[src/sv/mbp_pkg.sv]
// ----------------------------------------------------------------------------
// mbp_pkg: shared types and constants of the MSB-first bit packer
// Beat formats, the queue entry passed from the front to the back, and sizes.
// ----------------------------------------------------------------------------
package mbp_pkg;

   localparam int BYTE_BITS   = 8;
   localparam int FIELD_BITS  = 64;
   localparam int COUNT_BITS  = 7;
   localparam int MAX_WIDTH   = 64;
   localparam int STREAM_BITS = FIELD_BITS + BYTE_BITS;
   localparam int PEND_BITS   = 4;
   localparam int BYTES_BITS  = 4;

   localparam int QUEUE_DEPTH    = 2;
   localparam int QUEUE_PTR_BITS = (QUEUE_DEPTH > 1) ? $clog2(QUEUE_DEPTH) : 1;
   localparam int QUEUE_CNT_BITS = $clog2(QUEUE_DEPTH + 1);

   localparam logic OP_APPEND = 1'b0;
   localparam logic OP_ALIGN  = 1'b1;

   typedef struct packed {
      logic                  operation;
      logic [COUNT_BITS-1:0] bit_count;
      logic [FIELD_BITS-1:0] field_value;
   } req_type;

   typedef struct packed {
      logic [BYTE_BITS-1:0] out_byte;
      logic                 last_of_run;
   } rsp_type;

   // Right-justified bit stream of one item, its length and its byte count.
   typedef struct packed {
      logic [STREAM_BITS-1:0] stream;
      logic [COUNT_BITS-1:0]  total;
      logic [BYTES_BITS-1:0]  count;
   } entry_type;

endpackage

[src/sv/mbp_front.sv]
// ----------------------------------------------------------------------------
// mbp_front: request front end
// Holds the pending byte, accepts requests and turns each one that sends
// bytes into a queue entry for the back end.
// ----------------------------------------------------------------------------
module mbp_front (
   input  logic               clock,
   input  logic               reset,
   input  logic               req_push,
   output logic               req_full,
   input  mbp_pkg::req_type   req_item,
   output logic               q_push,
   output mbp_pkg::entry_type q_entry,
   input  logic               q_full
);

   logic [mbp_pkg::BYTE_BITS-1:0]   pbits_ff, pbits_in;
   logic [mbp_pkg::PEND_BITS-1:0]   pcnt_ff, pcnt_in;

   logic                             accept;
   logic [mbp_pkg::COUNT_BITS-1:0]   width;
   logic [mbp_pkg::FIELD_BITS-1:0]   vmask;
   logic [mbp_pkg::STREAM_BITS-1:0]  stream_app;
   logic [mbp_pkg::COUNT_BITS-1:0]   total_app;
   logic [mbp_pkg::COUNT_BITS-1:0]   total_m1;
   logic [mbp_pkg::PEND_BITS-1:0]    rem;
   logic [mbp_pkg::BYTES_BITS-1:0]   count_app;
   logic [mbp_pkg::BYTE_BITS-1:0]    align_byte;

   assign accept   = req_push && !q_full;
   assign req_full = q_full;

   always_comb begin
      if (req_item.bit_count > mbp_pkg::COUNT_BITS'(mbp_pkg::MAX_WIDTH)) begin
         width = mbp_pkg::COUNT_BITS'(mbp_pkg::MAX_WIDTH);
      end else begin
         width = req_item.bit_count;
      end
   end

   // The pending bits followed by the new field form one stream of total_app
   // bits; all whole bytes but the last are sent, unless a partly filled
   // pending byte is topped off exactly, in which case nothing stays behind.
   assign vmask      = req_item.field_value & ~({mbp_pkg::FIELD_BITS{1'b1}} << width);
   assign stream_app = ({{(mbp_pkg::STREAM_BITS - mbp_pkg::BYTE_BITS){1'b0}}, pbits_ff}
                        << width) | {{mbp_pkg::BYTE_BITS{1'b0}}, vmask};
   assign total_app  = {{(mbp_pkg::COUNT_BITS - mbp_pkg::PEND_BITS){1'b0}}, pcnt_ff} + width;
   assign total_m1   = total_app - 7'd1;

   always_comb begin
      if (pcnt_ff != '0 && total_app == mbp_pkg::COUNT_BITS'(mbp_pkg::BYTE_BITS)) begin
         rem = '0;
      end else begin
         rem = {1'b0, total_m1[2:0]} + 4'd1;
      end
   end

   assign count_app  = mbp_pkg::BYTES_BITS'(
      (total_app - {{(mbp_pkg::COUNT_BITS - mbp_pkg::PEND_BITS){1'b0}}, rem}) >> 3);
   assign align_byte = pbits_ff << (mbp_pkg::PEND_BITS'(mbp_pkg::BYTE_BITS) - pcnt_ff);

   always_comb begin
      pbits_in = pbits_ff;
      pcnt_in  = pcnt_ff;
      q_entry  = '0;
      case (req_item.operation)
         mbp_pkg::OP_ALIGN: begin
            q_entry.stream = {{(mbp_pkg::STREAM_BITS - mbp_pkg::BYTE_BITS){1'b0}}, align_byte};
            q_entry.total  = mbp_pkg::COUNT_BITS'(mbp_pkg::BYTE_BITS);
            q_entry.count  = (pcnt_ff != '0) ? 4'd1 : 4'd0;
            if (accept) begin
               pbits_in = '0;
               pcnt_in  = '0;
            end
         end
         mbp_pkg::OP_APPEND: begin
            q_entry.stream = stream_app;
            q_entry.total  = total_app;
            if (width != '0) begin
               q_entry.count = count_app;
               if (accept) begin
                  pbits_in = stream_app[mbp_pkg::BYTE_BITS-1:0] & ~(8'hff << rem);
                  pcnt_in  = rem;
               end
            end
         end
         default: begin
            q_entry = '0;
         end
      endcase
   end

   assign q_push = accept && (q_entry.count != '0);

   always_ff @(posedge clock) begin
      if (reset) begin
         pbits_ff <= '0;
         pcnt_ff  <= '0;
      end else begin
         pbits_ff <= pbits_in;
         pcnt_ff  <= pcnt_in;
      end
   end

endmodule

[src/sv/mbp_queue.sv]
// ----------------------------------------------------------------------------
// mbp_queue: entry queue between front and back end
// A short first-in first-out queue of pending work entries.
// ----------------------------------------------------------------------------
module mbp_queue (
   input  logic               clock,
   input  logic               reset,
   input  logic               q_push,
   input  mbp_pkg::entry_type q_wdata,
   output logic               q_full,
   input  logic               q_pop,
   output mbp_pkg::entry_type q_rdata,
   output logic               q_empty
);

   mbp_pkg::entry_type                   slot_ff [mbp_pkg::QUEUE_DEPTH];
   logic [mbp_pkg::QUEUE_PTR_BITS-1:0]   wptr_ff, wptr_in;
   logic [mbp_pkg::QUEUE_PTR_BITS-1:0]   rptr_ff, rptr_in;
   logic [mbp_pkg::QUEUE_CNT_BITS-1:0]   cnt_ff, cnt_in;
   logic                                 do_push;
   logic                                 do_pop;

   assign q_full  = (cnt_ff == mbp_pkg::QUEUE_CNT_BITS'(mbp_pkg::QUEUE_DEPTH));
   assign q_empty = (cnt_ff == '0);
   assign do_push = q_push && !q_full;
   assign do_pop  = q_pop && !q_empty;
   assign q_rdata = slot_ff[rptr_ff];

   always_comb begin
      wptr_in = wptr_ff;
      rptr_in = rptr_ff;
      cnt_in  = cnt_ff;
      if (do_push) begin
         if (wptr_ff == mbp_pkg::QUEUE_PTR_BITS'(mbp_pkg::QUEUE_DEPTH - 1)) begin
            wptr_in = '0;
         end else begin
            wptr_in = wptr_ff + 1'b1;
         end
      end
      if (do_pop) begin
         if (rptr_ff == mbp_pkg::QUEUE_PTR_BITS'(mbp_pkg::QUEUE_DEPTH - 1)) begin
            rptr_in = '0;
         end else begin
            rptr_in = rptr_ff + 1'b1;
         end
      end
      if (do_push && !do_pop) begin
         cnt_in = cnt_ff + 1'b1;
      end else if (do_pop && !do_push) begin
         cnt_in = cnt_ff - 1'b1;
      end
   end

   always_ff @(posedge clock) begin
      if (do_push) begin
         slot_ff[wptr_ff] <= q_wdata;
      end
   end

   always_ff @(posedge clock) begin
      if (reset) begin
         wptr_ff <= '0;
         rptr_ff <= '0;
         cnt_ff  <= '0;
      end else begin
         wptr_ff <= wptr_in;
         rptr_ff <= rptr_in;
         cnt_ff  <= cnt_in;
      end
   end

endmodule

[src/sv/mbp_back.sv]
// ----------------------------------------------------------------------------
// mbp_back: byte sender
// Sends each queue entry's bytes in turn, one per cycle while rsp_pop is high.
// ----------------------------------------------------------------------------
module mbp_back (
   input  logic               clock,
   input  logic               reset,
   input  logic               q_empty,
   output logic               q_pop,
   input  mbp_pkg::entry_type q_entry,
   output logic               rsp_empty,
   input  logic               rsp_pop,
   output mbp_pkg::rsp_type   rsp_item
);

   logic                             busy_ff, busy_in;
   logic [mbp_pkg::STREAM_BITS-1:0]  stream_ff, stream_in;
   logic [mbp_pkg::BYTES_BITS-1:0]   left_ff, left_in;

   logic                             take;
   logic                             finishing;
   logic                             load;
   logic [mbp_pkg::COUNT_BITS-1:0]   lsh;

   assign rsp_empty = !busy_ff;
   assign take      = busy_ff && rsp_pop;
   assign finishing = take && (left_ff == 4'd1);
   assign load      = !q_empty && (!busy_ff || finishing);
   assign q_pop     = load;

   // Left-justify the stream so the next byte always sits in the top bits.
   assign lsh = mbp_pkg::COUNT_BITS'(mbp_pkg::STREAM_BITS) - q_entry.total;

   always_comb begin
      busy_in   = busy_ff;
      stream_in = stream_ff;
      left_in   = left_ff;
      if (load) begin
         busy_in   = 1'b1;
         stream_in = q_entry.stream << lsh;
         left_in   = q_entry.count;
      end else if (take) begin
         stream_in = stream_ff << mbp_pkg::BYTE_BITS;
         left_in   = left_ff - 4'd1;
         if (finishing) begin
            busy_in = 1'b0;
         end
      end
   end

   assign rsp_item.out_byte    = stream_ff[mbp_pkg::STREAM_BITS-1 -: mbp_pkg::BYTE_BITS];
   assign rsp_item.last_of_run = (left_ff == 4'd1);

   always_ff @(posedge clock) begin
      stream_ff <= stream_in;
   end

   always_ff @(posedge clock) begin
      if (reset) begin
         busy_ff <= 1'b0;
         left_ff <= '0;
      end else begin
         busy_ff <= busy_in;
         left_ff <= left_in;
      end
   end

endmodule

[src/sv/msb_first_bit_packer_core.sv]
// ----------------------------------------------------------------------------
// msb_first_bit_packer_core: MSB-first variable-length bit packer
// Packs fields of 1 to 64 bits, most significant bit first, into bytes.
// ----------------------------------------------------------------------------
// Usage:
//   Requests enter on a queue-style port: a beat is taken when req_push is
//   high and req_full is low. An append beat adds the low bit_count bits of
//   field_value (counts above 64 act as 64, zero does nothing); an align beat
//   pads the pending bits with zeros and sends them as one byte.
//   Bytes leave on a queue-style port: the oldest byte is on rsp_item while
//   rsp_empty is low and is taken when rsp_pop is high. last_of_run marks the
//   final byte caused by one request.
//   With the sender idle, the first byte of a request passes through the
//   queue slot and the sender's stream register before it is on rsp_item.
//   Throughput: the byte sender emits one byte per cycle while the receiver
//   pops; a request sends 0 to 8 bytes.
//   A two-entry queue sits between the front end and the sender; when the
//   receiver stalls the queue fills and req_full rises.
//   Reset clears the pending byte, the queue and the sender.
// ----------------------------------------------------------------------------
module msb_first_bit_packer_core (
   input  logic             clock,
   input  logic             reset,
   input  logic             req_push,
   output logic             req_full,
   input  mbp_pkg::req_type req_item,
   output logic             rsp_empty,
   input  logic             rsp_pop,
   output mbp_pkg::rsp_type rsp_item
);

   logic               q_push;
   logic               q_full;
   logic               q_pop;
   logic               q_empty;
   mbp_pkg::entry_type q_wdata;
   mbp_pkg::entry_type q_rdata;

   mbp_front u_front (
      .clock    (clock),
      .reset    (reset),
      .req_push (req_push),
      .req_full (req_full),
      .req_item (req_item),
      .q_push   (q_push),
      .q_entry  (q_wdata),
      .q_full   (q_full)
   );

   mbp_queue u_queue (
      .clock   (clock),
      .reset   (reset),
      .q_push  (q_push),
      .q_wdata (q_wdata),
      .q_full  (q_full),
      .q_pop   (q_pop),
      .q_rdata (q_rdata),
      .q_empty (q_empty)
   );

   mbp_back u_back (
      .clock     (clock),
      .reset     (reset),
      .q_empty   (q_empty),
      .q_pop     (q_pop),
      .q_entry   (q_rdata),
      .rsp_empty (rsp_empty),
      .rsp_pop   (rsp_pop),
      .rsp_item  (rsp_item)
   );

`ifndef SYNTH
   // A waiting entry is picked up by an idle sender at once.
   a_load_when_idle: assert property (@(posedge clock) disable iff (reset)
      (rsp_empty && !q_empty) |=> !rsp_empty)
      else $error("idle sender did not pick up a queued entry");

   // More bytes of the same request follow a beat that is not the last one.
   a_run_continues: assert property (@(posedge clock) disable iff (reset)
      (!rsp_empty && rsp_pop && !rsp_item.last_of_run) |=> !rsp_empty)
      else $error("byte run ended before its last beat");

   // Every queued entry carries one to eight bytes.
   a_entry_count: assert property (@(posedge clock) disable iff (reset)
      q_push |-> (q_wdata.count != '0 && q_wdata.count <= 4'd8))
      else $error("queued entry has a bad byte count");
`endif

endmodule

[config.mk]
export PLATFORM = sky130hd
export DESIGN_NAME = msb_first_bit_packer_core
export DESIGN_NICKNAME = d
export VERILOG_FILES = /design/src/sv/mbp_pkg.sv /design/src/sv/mbp_front.sv /design/src/sv/mbp_queue.sv /design/src/sv/mbp_back.sv /design/src/sv/msb_first_bit_packer_core.sv
export SDC_FILE = /design/constraint.sdc
export NUM_CORES = 1
export LEC_CHECK = 0
export BUFFER_PORTS_ARGS = -buffer_cell sky130_fd_sc_hd__buf_2
export CAP_MARGIN = 10
export CORE_MARGIN = 2
export CORE_UTILIZATION = 50
export CTS_BUF_LIST = sky130_fd_sc_hd__clkbuf_8
export CTS_CLUSTER_DIAMETER = 100
export DETAILED_ROUTE_END_ITERATION = 8
export PLACE_DENSITY = 0.67
export SLEW_MARGIN = 40
export SYNTH_ARGS = -nofsm -noshare
export SYNTH_HDL_FRONTEND = slang
export SYNTH_SLANG_ARGS = --single-unit
export TNS_END_PERCENT = 5
[constraint.sdc]
create_clock -name clock -period 13.1 [get_ports clock]
set_input_delay 1.31 -clock clock [delete_from_list [all_inputs] [get_ports clock]]
set_output_delay 1.31 -clock clock [all_outputs]
set_load 0.02 [all_outputs]
### Word level (Yosys, flattened, before mapping)

Memory sizes are Yosys's and may differ from the RTL's. A register that Yosys moved wholly into a read port is not among the register bits.
Cells that the tools add are included.

| cells by class | value |
|---|---|
| add/sub/neg operators | 11 |
| shift-type cells | 5 |
| magnitude comparators | 1 |
| bitwise gates (word level) | 6 |
| reductions and logical operators | 25 |
| muxes and demuxes | 28 |
| equal/unequal tests | 6 |

Operators by type and width:

| kind | number |
|---|---|
| case mux 83 bit (2 select lines) | 1 |
| two-way mux 72 bit | 2 |
| OR 72 x 64 -> 72 bit | 1 |
| << shifter 72 x 7 -> 72 bit | 1 |
| << shifter 8 x 7 -> 72 bit | 1 |
| bitwise AND 64 bit | 1 |
| NOT 64 bit | 1 |
| << shifter 64 x 7 -> 64 bit, first input constant | 1 |
| two-way mux 4 bit | 7 |
| two-way mux 8 bit | 3 |
| case mux 8 bit (2 select lines) | 1 |
| logical AND 1 bit | 10 |
| two-way mux 1 bit | 10 |
| bitwise AND 8 bit | 1 |
| NOT 8 bit | 1 |
| case mux 4 bit (2 select lines) | 1 |
| nonzero test 4 bit | 2 |
| << shifter 8 x 4 -> 8 bit | 1 |
| << shifter 8 x 4 -> 8 bit, first input constant | 1 |
| adder 4 x 7 -> 7 bit | 1 |
| == test 7 x 4 -> 1 bit, second input constant | 1 |
| greater-than comparator 7 bit, second input constant | 1 |
| two-way mux 7 bit | 1 |
| nonzero test 7 bit | 1 |
| other kinds (20) | 30 |

| storage, ports and cells | value |
|---|---|
| logic and storage cells | 91 |
| register bits | 93 |
| input bits | 76 |
| bits in writable memories | 166 |
| memories | 1 |

Memories:

| memory | words | width | rd ports | clocked after memory_dff | wr ports | line | source |
|---|---|---|---|---|---|---|---|
| u_queue.slot_ff | 2 | 83 | 1 | 1 | 1 | mbp_queue.sv:16 | `mbp_pkg::entry_type slot_ff [mbp_pkg::QUEUE_DEPTH];` |

### Logic depth before layout (Yosys ltp)

| logic depth | value |
|---|---|
| depth after elaboration | 16 |
| gate-level depth with buffers | 24 |
| mapped depth without buffers | 22 |

### By module

From an unflattened synthesis, not the netlist that was laid out.

| unflattened totals | value |
|---|---|
| cell total of the unflattened synthesis | 1748 |
| area total of the unflattened synthesis | 17888.4 sq um |

Modules (own cells, without submodules):

| module | cells each | sequential area each (sq um) | instances | area each (sq um) |
|---|---|---|---|---|
| mbp_back | 874 | 2262.2 | 1 | 8010.2 |
| mbp_queue | 283 | 5084.9 | 1 | 6199.7 |
| mbp_front | 591 | 240.2 | 1 | 3678.5 |

### Worst setup path after synthesis

No wires, ideal clock.

| timing | value |
|---|---|
| path kind | input-to-reg |
| start | in req_item[70] (netlist bit) |
| end | mem u_queue.slot_ff[1][0] (netlist bit), enable pin |
| setup time | 643 ps |
| stages on the path | 19 |
| arrival time | 11154 ps |
| setup slack | 1303 ps |
| buffers on the path | 2 |
| data required time | 12457 ps |
| path through | clkbuf_1 -> inv_1 -> nand2_1 -> inv_1 -> clkbuf_1 -> ha_1 -> and3_1 -> a221oi_1 -> mux2i_1 -> nand4_1 -> nand2_1 -> ha_1 -> o21a_1 -> o21a_1 -> nor2_1 -> xnor3_1 -> nand3_1 -> a21oi_1 -> nor3b_1 |

| between the ends | value |
|---|---|
| word-level cells in the longest chain between the ends | 14 |
| elaborated cells between the ends (all ways) | 17 |

Ends and longest elaborated chain:

| element | line | source |
|---|---|---|
| start, declared | msb_first_bit_packer_core.sv:26 | `input mbp_pkg::req_type req_item,` |
| greater-than comparator 7 bit | mbp_front.sv:34 | `if (req_item.bit_count > mbp_pkg::COUNT_BITS'(mbp_pkg::MAX_WIDTH)) begin` |
| two-way mux 7 bit * | mbp_front.sv:34 |  |
| adder 4 x 7 -> 7 bit | mbp_front.sv:47 | `assign total_app = {{(mbp_pkg::COUNT_BITS - mbp_pkg::PEND_BITS){1'b0}}, pcnt_ff} + width;` |
| subtractor 3 x 1 -> 3 bit or == test 7 x 4 -> 1 bit (tied branches) | mbp_front.sv:48, mbp_front.sv:51 |  |
| adder 3 x 1 -> 4 bit or logical AND 1 bit (tied branches) | mbp_front.sv:54, mbp_front.sv:51 |  |
| two-way mux 4 bit | mbp_front.sv:51 | `if (pcnt_ff != '0 && total_app == mbp_pkg::COUNT_BITS'(mbp_pkg::BYTE_BITS)) begin` |
| subtractor 7 x 4 -> 7 bit | mbp_front.sv:59 | `(total_app - {{(mbp_pkg::COUNT_BITS - mbp_pkg::PEND_BITS){1'b0}}, rem}) >> 3);` |
| two-way mux 4 bit * | mbp_front.sv:79 | `if (width != '0) begin` |
| case mux 83 bit (2 select lines) * | mbp_front.sv:66 | `case (req_item.operation)` |
| nonzero test 4 bit * | mbp_front.sv:93 | `assign q_push = accept && (q_entry.count != '0);` |
| logical AND 1 bit * | mbp_front.sv:93 |  |
| logical AND 1 bit * | mbp_queue.sv:25 | `assign do_push = q_push && !q_full;` |
| two-way mux 1 bit * | mbp_queue.sv:55 | `if (do_push) begin` |
| two-way mux 1 bit (not written as such) * | mbp_queue.sv:56 | `slot_ff[wptr_ff] <= q_wdata;` |
| end, declared | mbp_queue.sv:16 |  |

Mark *: on every way between the ends. The rest lies on a longest branch, timed or not.

### Worst setup path after layout

| timing | value |
|---|---|
| start | in req_item[70] (netlist bit) |
| end | mem u_queue.slot_ff[1][54] (netlist bit), enable pin |

Same word-level chain as after synthesis.

==> key figures <==
Worst setup path
  – Levels on crit path: 20
  – Reg2Reg Depth: 16
  – Critical Path Start: req_item[70]
  – Worst r2r src: u_front.pcnt_ff[0]
  – Reg-to-reg setup timing slack: a little over 7000 ps
  – CP Data Arrival Time: 8040 ps
  – Crit path buf inv count: 5
  – Crit path max-delay cell type: buf_6
  – CP required: 13320 ps
  – FF-to-FF End: u_queue.slot_ff[1][54]
  – Worst setup endpoint: u_queue.slot_ff[1][54]
  – Critical path fanouts, max: 76
  – Max incr delay on CP: 610 ps
  – Crit end category: flip-flop
  – Critical path's top delay family: simple AND/OR/NAND/NOR gates
  – Crit Path Class: in -> reg
  – CP cell instances: buf_2 > buf_4 > inv_1 > nand2_1 > inv_1 > ha_1 > and3_1 > a221oi_1 > mux2i_1 > nand4_1 > nand2_1 > ha_1 > o21a_1 > o21a_1 > nor2_1 > xnor3_1 > nand3_1 > a21oi_1 > nor3b_2 > buf_6
  – Startpoint types: input port

Layout
  – Synth-to-layout area growth: 7.46%
  – Multi-input gate area: 9820 µm²
  – Nets: 1819
  – Register Area: about 7600 µm²
  – Layout cells sized above 1: 0.181
  – # fillers: 3146

GRT
  – GR Overflow Total: 0
  – First-pass GRT wire length: 88300 µm
  – GRT Total Usage: 0.306
  – Vias in the first global route: 14400
  – Antenna violations before repair: 1
  – Largest net degree at the start of global routing: 80

Yosys
  – Synth Net Count: 1810
  – Post-synth top area cell: edfxtp_1
  – Largest cells by area after synthesis: edfxtp_1 (39%), mux2i_1 (12%), mux4_2 (7.0%)
  – Synth Register Bits: 260
  – Syn Std Cell Area: 18200 µm²
  – Most frequent cell after synthesis: edfxtp_1
  – Yosys warnings: 0
  – Top_reg_cell synth: edfxtp_1
  – Unique masters post-synth: 92
  – Async set-reset flop share out of synthesis: 0
  – Sequential share of the synthesized area: 0.416
  – Area share of the largest cell type after synthesis: 0.392
  – Mapped Cells: 1720
  – Mean Syn Cell Area: approximately 11 µm²
  – Most instantiated cells after synthesis: edfxtp_1 (238), mux2i_1 (222), nand2_1 (174)
  – Post-synth EDFFs: 238

CTS
  – Clk sink count: between 200 and 300
  – CTS buffer count: 44
  – Max Root-Sink Buffers: 3
  – Clock transition at path regs: 60 ps
  – Post-CTS Setup Inserts: 0
  – PostCTS Resize Cnt: 0
  – Clock Latency Late Sink: 600 ps
  – CTS tree: built
  – CTS Hold Bufs: 0
  – CTS H-tree lvls: 2
  – Root Buffer: clkbuf_8

Routing
  – DR pass1 iterations: 5
  – Drt via density: 6.73
  – DR iter-0 viols: 1812
  – Vias: 15000
  – Final WL: 58300 µm
  – Drt drc: 0
  – ANT nets after route: 0
  – Avg WL per Cell: 26.2 µm

Die
  – Die X: 195 µm
  – IO Pins: 87
  – Core Region: about 36000 µm²
  – Num rows: 69
  – Height of the die: 195 µm
  – Total die area: 38000 µm²
  – Initial cell density of the core: 0.510

STA
  – Clock Skews: 18.0 ps
  – Slew @ Worst Pin: 901 ps
  – Unrepaired setup endpoints after global routing: no
  – Fin. Hold Viols: 0
  – WHS: 520 ps
  – Tmin final: 7820 ps
  – Max_slew headroom: 0.392
  – Final Max Tran Viols: 0
  – Period utilization: 0.597
  – Peak Freq: 0.128 GHz
  – Final Setup Violations: 0
  – Final TNS setup: 0 ps

Min path
  – Hold Crit Class: reg -> reg

Place
  – Hpwl dp: about 43000 µm
  – Routability cong.: 0.978
  – IO Port Bufs: 86

Power and ir drop
  – Worst VDD drop: around 0.13 mV
  – Pleak: approximately 0.0070 µW
  – Power Dens Cells: around 240 nW/µm²

Run status
  – Outcome: finished, final reports clean

Run
  – Max-Cap Viols: 0
==> cell families (layout without fill, tap and decap cells) <==
group	Yosys count	count (layout)	synth area share
multiplexers	327	327	0.224
XOR/XNOR	17	17	0.0110
AND/OR/NAND/NOR	477	477	0.122
AO/OA/AOI/OAI	448	448	0.166
adder cells (fa/ha/maj)	14	14	0.00961
flip-flops	260	260	0.416
buffers and inverters	177	218	0.0506
other	0	1	0
==> cells in the final DEF (no fill, tap or decap), types with 8 or more instances in the layout <==
master,count
a211oi_1,14
a21o_1,9
a21oi_1,92
a221o_1,8
a221oi_1,8
a22o_1,15
a22oi_1,20
a31oi_1,15
a32o_1,12
a32oi_1,16
and3_1,15
buf_2,86
buf_4,22
clkbuf_8,44
clkinv_1,11
clkinv_2,8
dfxtp_1,21
edfxtp_1,238
ha_1,13
inv_1,34
mux2_2,42
mux2i_1,221
mux4_2,57
nand2_1,174
nand2b_1,12
nand3_1,45
nand3b_1,9
nor2_1,120
nor2b_1,16
nor3_1,30
o211ai_1,28
o21a_1,10
o21ai_0,86
o21ai_1,22
o221ai_1,10
o22ai_1,16
o31ai_1,12
or3_1,11
==> how the worst min path moves through the flow <==
stage                         start                   end  slack [ps]  cells past startpoint
2_1_floorplan     u_queue.cnt_ff[1]     u_queue.cnt_ff[1]         470                      2
3_3_place_gp      u_queue.cnt_ff[1]     u_queue.cnt_ff[1]         480                      2
3_5_place_dp      u_back.left_ff[0]     u_back.left_ff[0]         510                      2
4_1_cts           u_back.left_ff[0]     u_back.left_ff[0]         510                      2
5_1_grt        u_back.stream_ff[36]  u_back.stream_ff[44]         540                      2
6_report          u_queue.cnt_ff[1]     u_queue.cnt_ff[1]         520                      2
==> routing by layer <==
layer	track usage	routed length [µm]	vias to the layer above
met4	0.151	3050	2
li1	-	-	6668
met1	0.415	24000	7309
met3	0.0590	5170	171
met2	0.471	26100	801
met5	0	13	-
==> final cells by class <==
class                           instances  area share
Multi-Input combinational cell       1283       0.501
Sequential cell                       260       0.388
Timing Repair Buffer                  112      0.0327
Clock buffer                           44      0.0309
Tap cell                              461      0.0295
Clock inverter                         34      0.0123
Inverter                               28     0.00537
Antenna cell                            1    0.000128
==> where the power goes <==
part | switching (µW) | internal, µW
registers | 102 | 1240
logic | 1720 | 1010
clock network | 333 | 376
==> flip-flops by register name, summed over array words and instances (netlist names), named ones only <==
| signal | count |
|---|---|
| u_back.stream_ff | 72 |
| u_queue.rptr_ff | 1 |
| u_back.busy_ff | 1 |
| u_queue.wptr_ff | 1 |
| u_front.pcnt_ff | 4 |
| u_front.pbits_ff | 8 |
| u_back.left_ff | 4 |
| u_queue.slot_ff | 166 |
| u_queue.cnt_ff | 2 |
==> metrics by stage <==
| stage | total power (µW) | util | setup WS [ps] | area (µm²) | instances |
|---|---|---|---|---|---|
| floorplan | 3370 | - | 1300 | 18200 | 1720 |
| global placement | 3980 | 0.523 | 4750 | 18700 | 2144 |
| detailed placement | 4020 | 0.524 | 4770 | 18700 | 2144 |
| CTS | 4740 | 0.547 | 5390 | 19600 | 2222 |
| global route | 5030 | 0.548 | 4820 | 19600 | 2222 |
| finish | 4780 | 0.548 | 5280 | 19600 | 2223 |
==> worst reg2reg max path, stage by stage, from the launching register on <==
cell	delay, ps
dfxtp_1	470
ha_1	350
a21boi_0	290
nor3_1	110
a221oi_1	310
mux2i_1	460
nand4_1	390
nand2_1	180
ha_1	240
o21a_1	200
o21a_1	180
nor2_1	200
xnor3_1	470
nand3_1	140
a21oi_1	160
nor3b_2	600
buf_6	610
(Power assumes the default switching activity.)
